**src/hw/rtl/rzb_pkg.sv**
```systemverilog
package rzb_pkg;

  localparam int TEX_SIZE    = 32;
  localparam int TEX_BITS    = $clog2(TEX_SIZE);
  localparam int TEX_CELLS   = TEX_SIZE * TEX_SIZE;
  localparam int SCREEN_W    = 320;
  localparam int SCREEN_H    = 200;
  localparam int ANGLE_STEPS = 256;
  localparam int ANGLE_W     = $clog2(ANGLE_STEPS);

  localparam int ADDR_W   = 10;
  localparam int VAL_W    = 8;
  localparam int X_W      = 9;
  localparam int Y_W      = 8;
  localparam int ZOOM_W   = 32;
  localparam int ASPECT_W = 18;
  localparam int SINE_W   = 18;
  localparam int ACC_W    = 32;
  localparam int FRAC_W   = 16;
  localparam int MUL_W    = ACC_W + 1;
  localparam int PROD_W   = 2 * MUL_W;
  localparam int CFG_IDX_W  = 2;
  localparam int CFG_DATA_W = 32;
  localparam int QDEPTH   = 2;

  localparam logic [ACC_W-1:0] CENTRE = ACC_W'((TEX_SIZE / 2) << FRAC_W);
  localparam logic signed [MUL_W-1:0] HALF_W = MUL_W'(SCREEN_W / 2);
  localparam logic signed [MUL_W-1:0] HALF_H = MUL_W'(SCREEN_H / 2);

  localparam logic [ANGLE_W-1:0]  ANGLE_RST  = '0;
  localparam logic [ZOOM_W-1:0]   ZOOM_RST   = ZOOM_W'(65536);
  localparam logic [ASPECT_W-1:0] ASPECT_RST = ASPECT_W'(78643);

  localparam logic [63:0] PI_Q30 = 64'd3373259426;

  // Denominators (2k)(2k+1) of the Taylor terms for k = 1 to 10.
  localparam logic [63:0] TAYLOR_DEN [10] = '{
    64'd6, 64'd20, 64'd42, 64'd72, 64'd110, 64'd156, 64'd210, 64'd272, 64'd342, 64'd420
  };

  typedef enum logic {
    OP_TEXEL_WR = 1'b0,
    OP_PIXEL    = 1'b1
  } op_t;

  typedef enum logic [CFG_IDX_W-1:0] {
    CFG_ANGLE  = 2'd0,
    CFG_ZOOM   = 2'd1,
    CFG_ASPECT = 2'd2
  } cfg_idx_t;

  typedef enum logic [3:0] {
    SQ_IDLE, SQ_LOAD, SQ_M0, SQ_M1, SQ_M2, SQ_M3, SQ_M4,
    SQ_M5, SQ_M6, SQ_M7, SQ_M8, SQ_DONE
  } seq_t;

  typedef struct packed {
    op_t               op;
    logic [ADDR_W-1:0] addr;
    logic [VAL_W-1:0]  value;
  } q_entry_t;

  typedef struct packed {
    logic [ANGLE_W-1:0]  angle;
    logic [ZOOM_W-1:0]   zoom;
    logic [ASPECT_W-1:0] aspect;
  } cfg_t;

  typedef struct packed {
    logic [ACC_W-1:0] cu;
    logic [ACC_W-1:0] cv;
    logic [ACC_W-1:0] ru;
    logic [ACC_W-1:0] rv;
    logic [ACC_W-1:0] su;
    logic [ACC_W-1:0] sv;
  } step_res_t;

  typedef logic signed [SINE_W-1:0] sine_tab_t [ANGLE_STEPS];

  // Rounded signed 2.16 sine from an eleven-term integer Taylor series in Q30.
  function automatic logic signed [SINE_W-1:0] sine_entry(int unsigned i);
    logic [63:0] a;
    logic [63:0] x;
    logic [63:0] x2;
    logic [63:0] term;
    longint      sum;
    logic        neg;
    a    = 64'(4 * i);
    neg  = 1'b0;
    if (a >= 64'(2 * ANGLE_STEPS)) begin
      neg = 1'b1;
      a   = a - 64'(2 * ANGLE_STEPS);
    end
    if (a > 64'(ANGLE_STEPS)) begin
      a = 64'(2 * ANGLE_STEPS) - a;
    end
    x    = (a * PI_Q30) >> (ANGLE_W + 1);
    x2   = (x * x) >> 30;
    sum  = longint'(x);
    term = x;
    for (int k = 1; k <= 10; k++) begin
      term = ((term * x2) >> 30) / TAYLOR_DEN[k - 1];
      if ((k % 2) == 1) begin
        sum = sum - longint'(term);
      end else begin
        sum = sum + longint'(term);
      end
    end
    if (sum < 0) begin
      sum = 0;
    end
    sum = (sum + 8192) / 16384;
    if (sum > 65536) begin
      sum = 65536;
    end
    if (neg) begin
      sum = -sum;
    end
    return SINE_W'(sum);
  endfunction

  function automatic sine_tab_t build_sine();
    sine_tab_t tab;
    for (int i = 0; i < ANGLE_STEPS; i++) begin
      tab[i] = sine_entry(i);
    end
    return tab;
  endfunction

  localparam sine_tab_t SINE_ROM = build_sine();

endpackage

```
**src/hw/rtl/rzb_in_if.sv**
```systemverilog
interface rzb_in_if;
  logic                        valid;
  logic                        ready;
  logic                        kind;
  logic [rzb_pkg::ADDR_W-1:0]  texel_address;
  logic [rzb_pkg::VAL_W-1:0]   texel_value;

  modport source (output valid, kind, texel_address, texel_value, input ready);
  modport sink (input valid, kind, texel_address, texel_value, output ready);
endinterface

```
**src/hw/rtl/rzb_front.sv**
```systemverilog
module rzb_front (
  input  logic              clk,
  input  logic              rst_n,
  rzb_in_if.sink            in_ch,
  output logic              q_vld,
  output rzb_pkg::q_entry_t q_head,
  input  logic              q_pop
);
  import rzb_pkg::*;

  localparam int PTR_W = $clog2(QDEPTH);
  localparam int CNT_W = $clog2(QDEPTH + 1);

  q_entry_t          q_r [QDEPTH];
  logic [PTR_W-1:0]  wr_ptr_r;
  logic [PTR_W-1:0]  wr_ptr_nxt;
  logic [PTR_W-1:0]  rd_ptr_r;
  logic [PTR_W-1:0]  rd_ptr_nxt;
  logic [CNT_W-1:0]  cnt_r;
  logic [CNT_W-1:0]  cnt_nxt;
  logic              push;
  q_entry_t          entry;

  assign in_ch.ready = (cnt_r != CNT_W'(QDEPTH));
  assign push        = in_ch.valid && in_ch.ready;
  assign q_vld       = (cnt_r != '0);
  assign q_head      = q_r[rd_ptr_r];

  always_comb begin
    entry.op    = op_t'(in_ch.kind);
    entry.addr  = in_ch.texel_address;
    entry.value = in_ch.texel_value;
  end

  always_comb begin
    wr_ptr_nxt = push ? PTR_W'(wr_ptr_r + 1'b1) : wr_ptr_r;
    rd_ptr_nxt = q_pop ? PTR_W'(rd_ptr_r + 1'b1) : rd_ptr_r;
    cnt_nxt    = CNT_W'(cnt_r + CNT_W'(push) - CNT_W'(q_pop));
  end

  always_ff @(posedge clk) begin
    if (push) begin
      q_r[wr_ptr_r] <= entry;
    end
  end

  always_ff @(posedge clk) begin
    if (!rst_n) begin
      wr_ptr_r <= '0;
      rd_ptr_r <= '0;
      cnt_r    <= '0;
    end else begin
      wr_ptr_r <= wr_ptr_nxt;
      rd_ptr_r <= rd_ptr_nxt;
      cnt_r    <= cnt_nxt;
    end
  end

endmodule

```
**src/flat_wrapper.sv**
```systemverilog
// flat-port wrapper written by rule: the top's interface ports become plain ports
module rzb_front_flat import rzb_pkg::*;
  (clk, rst_n, q_vld, q_head, q_pop, in_ch_valid, in_ch_kind, in_ch_texel_address, in_ch_texel_value, in_ch_ready);
  rzb_in_if in_ch_i ();
  input  logic clk;
  input  logic rst_n;
  output logic q_vld;
  output rzb_pkg::q_entry_t q_head;
  input  logic q_pop;
  input wire logic [$bits(in_ch_i.valid)-1:0] in_ch_valid;
  input wire logic [$bits(in_ch_i.kind)-1:0] in_ch_kind;
  input wire logic [$bits(in_ch_i.texel_address)-1:0] in_ch_texel_address;
  input wire logic [$bits(in_ch_i.texel_value)-1:0] in_ch_texel_value;
  output wire logic [$bits(in_ch_i.ready)-1:0] in_ch_ready;
  assign in_ch_i.valid = in_ch_valid;
  assign in_ch_i.kind = in_ch_kind;
  assign in_ch_i.texel_address = in_ch_texel_address;
  assign in_ch_i.texel_value = in_ch_texel_value;
  assign in_ch_ready = in_ch_i.ready;
  rzb_front u_core (.clk(clk), .rst_n(rst_n), .in_ch(in_ch_i), .q_vld(q_vld), .q_head(q_head), .q_pop(q_pop));
endmodule
```
**config.mk**
```make
export PLATFORM = sky130hd
export DESIGN_NAME = rzb_front_flat
export DESIGN_NICKNAME = d
export VERILOG_FILES = /design/src/hw/rtl/rzb_pkg.sv /design/src/hw/rtl/rzb_in_if.sv /design/src/hw/rtl/rzb_front.sv /design/src/flat_wrapper.sv
export SDC_FILE = /design/constraint.sdc
export NUM_CORES = 1
export LEC_CHECK = 0
export BUFFER_PORTS_ARGS = -buffer_cell sky130_fd_sc_hd__buf_2
export CAP_MARGIN = 20
export CORE_MARGIN = 2
export CORE_UTILIZATION = 25
export DETAILED_ROUTE_END_ITERATION = 10
export PLACE_DENSITY_LB_ADDON = 0.25
export SLEW_MARGIN = 25
export SYNTH_ARGS = -nofsm -noshare
export SYNTH_HDL_FRONTEND = slang
export SYNTH_SLANG_ARGS = --single-unit
```
**constraint.sdc**
```tcl
create_clock -name clk -period 1.65 [get_ports clk]
set_input_delay 0.0825 -clock clk [delete_from_list [all_inputs] [get_ports clk]]
set_output_delay 0.0825 -clock clk [all_outputs]
set_load 0.01 [all_outputs]
```
==> impl_metrics.py <==
metrics = {
    "place": {
        "dp_hpwl_um": 2110,
        "portBuffers": 43,
        "place_ws_ps": 250,
        "place_congestion": 0.652,
        "placed_cells": 209,
    },
    "layout": {
        "syn2layout_area_growth_pct": 37.7,
        "fin_cells": 236,
        "final_nets": 182,
        "drive_above_1_share_pct": 50.3,
        "antenna_cells": 0,
        "fin_util_pct": 35.9,
    },
    "run_status": {
        "status": "complete, no violations",
    },
    "clock_network": {
        "clk_pin_slew_ps": 80,
        "cts_buffers": 5,
        "clk_latency_ps": 280,
        "cts_root_buf": "clkbuf_8",
        "clock-sinks": 43,
        "post_cts_buffers": 0,
        "htree_levels": 2,
        "cts_buffer_depth": 2,
        "cts_tree": "yes",
    },
    "synthesis": {
        "yosys_warnings": 0,
        "synth_top_area_share_pct": 68.2,
        "synth-seq-cells": 43,
        "synthFlopType": "edfxtp_1",
        "syn_area_um2": 1670,
        "ys_types": 22,
        "async_reset_ff_share_pct": 0,
        "yosys-top-cells-count": "edfxtp_1, mux2_4, mux2_2, dfxtp_1",
        "syn_inst": 85,
        "syn_nets": 109,
        "seq_area_frac_synth_pct": 74.1,
        "syn_avg_cell_area_um2": 19.7,
        "yosys-top-cells-area": "edfxtp_1, mux2_4, mux2_2",
        "yosys.area.top_type": "edfxtp_1",
        "yosysMostFrequentCell": "edfxtp_1",
        "synth_edf_count": 38,
    },
    "timing": {
        "final.period_utilization_pct": 88.5,
        "fin_crit_ps": 1460,
        "rsz0062_at_grt": "no",
        "setup_tns_ps": 0,
        "drv_slew": 0,
        "setup_slack_ps": 191,
        "finalSetupViolations": 0,
        "finalHoldViolCount": 0,
        "fin_skew_ps": 4.65,
        "fmax_mhz": 685,
        "tightest_slew_ps": 249,
        "slew_headroom_pct": 83.4,
    },
    "route": {
        "wl_um": 2980,
        "drc": 0,
        "ant_nets": 0,
        "drt_iter0_drc": 40,
        "vias": 956,
        "first_pass_iters": 5,
        "post_drt_wl_per_cell_um": 12.6,
        "vias_per_cell": 4.05,
    },
    "grt": {
        "first_global_vias": 997,
        "grt_max_degree": 14,
        "antenna_found_initial": 0,
        "grt_util_met3_pct": 3.18,
        "grt_pass1_wl_um": 4780,
        "grt.met1_usage_pct": 10.3,
        "grt_overflow": 0,
        "grt-busiest-layer": "met2",
        "grt_usage_pct": 8.63,
        "grtUsageMet2_pct": 14.6,
    },
    "floorplanning": {
        "dieArea_um2": 7370,
        "placementRows": 29,
        "initial_core_util_pct": 26.1,
        "io_pins": 44,
        "coreArea_um2": 6420,
        "die_height_um": 85.8,
        "die_w_um": 85.8,
    },
    "pwr": {
        "powerDensity_nw_per_um2": 1090,
        "irDropWorstVdd_uv": 456,
        "p_leak_nw": 0.921,
        "finalPower_mw": 2.52,
    },
    "setup_path": {
        "required_ps": 1570,
        "path_class": "reg -> out",
        "critPathSlowestCell": "mux2_2",
        "cpPeakStageDelay_ps": 360,
        "crit_family": "buffers and inverters",
        "end_kind": "output port",
        "crit_path_start_kind": "register",
        "crit_chain": "buf_4, mux2_2, buf_2",
        "critPathMaxFanout": 13,
        "path_buf_inv": 2,
        "worstPathArrival_ps": 1380,
    },
    "worst_hold_path": {
        "hp-class": "in -> reg",
    },
    "flow_run": {
        "maxCapViolations": 0,
    },
}
[layer usage]
metal / share of wire (%) / wire [µm] / up-vias
li1: - / - / 467
met1: 45 / 1340 / 449
met2: 48 / 1440 / 36
met3: 5.7 / 169 / 4
met4: 0.71 / 21 / 0
met5: 0 / 0 / -
[area by class of cell]
cell class                 count  area, µm²
clock buffer                   5       68.8
clock inverter                 3       38.8
fill                         610       4120
inverter                       2       7.51
multi-input combinational     38        403
sequential                    43       1240
tap                           77       96.3
timing repair buffer          68        450
[timing repair]
item,4_1_cts,5_1_grt
hold buffers,19,0
gates resized for setup,0,0
endpoints found under the hold margin,38,0
[power breakdown]
group	leakage, nW	internal (mW)	total [mW]	switching (mW)
clock network	0.0556	0.443	0.785	0.342
registers	0.395	1.28	1.31	0.0282
logic	0.470	0.229	0.419	0.191
total	0.921	1.96	2.52	0.560
[final timing paths]
check | from | endpoint | slack (ps) | cells past startpoint
max reg2reg | u_core.cnt_r[0]$_SDFF_PN0_ | u_core.cnt_r[1]$_SDFF_PN0_ | 240 | 5
min reg2reg | u_core.wr_ptr_r$_SDFFE_PN0P_ | u_core.wr_ptr_r$_SDFFE_PN0P_ | 580 | 2
max | register | q_head[12] | 190 | 3
min | rst_n | u_core.cnt_r[0]$_SDFF_PN0_ | 60 | 2
[stage by stage]
step	hold WS, ps	area, µm²
6_report	63.7	2310
5_1_grt	62.4	2310
4_1_cts	58.6	2310
3_5_place_dp	275	2010
3_3_place_gp	272	2010
2_1_floorplan	181	1670
[flip-flops by register name, indices dropped and copies added, names as in the netlist, named ones only]
register,count
u_core.cnt_r,2
u_core.q_r,38
u_core.wr_ptr_r,1
u_core.rd_ptr_r,1
[logic make-up (layout without fill, tap and decap cells)]
| logic type | Yosys count | in the layout | share of synthesized area [%] |
|---|---|---|---|
| multiplexers | 21 | 21 | 16.2 |
| XOR/XNOR | 1 | 1 | 0.523 |
| AO/OA/AOI/OAI | 4 | 4 | 2.02 |
| buffers and inverters | 4 | 78 | 1.79 |
| flip-flops | 43 | 43 | 74.1 |
| AND/OR/NAND/NOR | 11 | 11 | 4.56 |
| adder cells (fa/ha/maj) | 1 | 1 | 0.747 |
[placed cells by master (no fill, tap or decap)]
master,n
buf_2,43
edfxtp_1,38
dlygate4sd3_1,19
mux2_4,10
mux2_2,9
buf_4,6
dfxtp_1,5
clkbuf_8,5
inv_1,2
and2_1,2
nand2_1,2
mux2i_1,2
nand2b_4,1
nand3b_1,1
xor2_1,1
or2_2,1
and3_1,1
a21oi_1,1
and3_2,1
o21a_1,1
or2b_1,1
and2b_1,1
a21bo_2,1
a21boi_2,1
ha_1,1
clkinv_2,1
bufinv_16,1
clkinv_1,1
No activity file was read; power rests on OpenSTA's default activity.
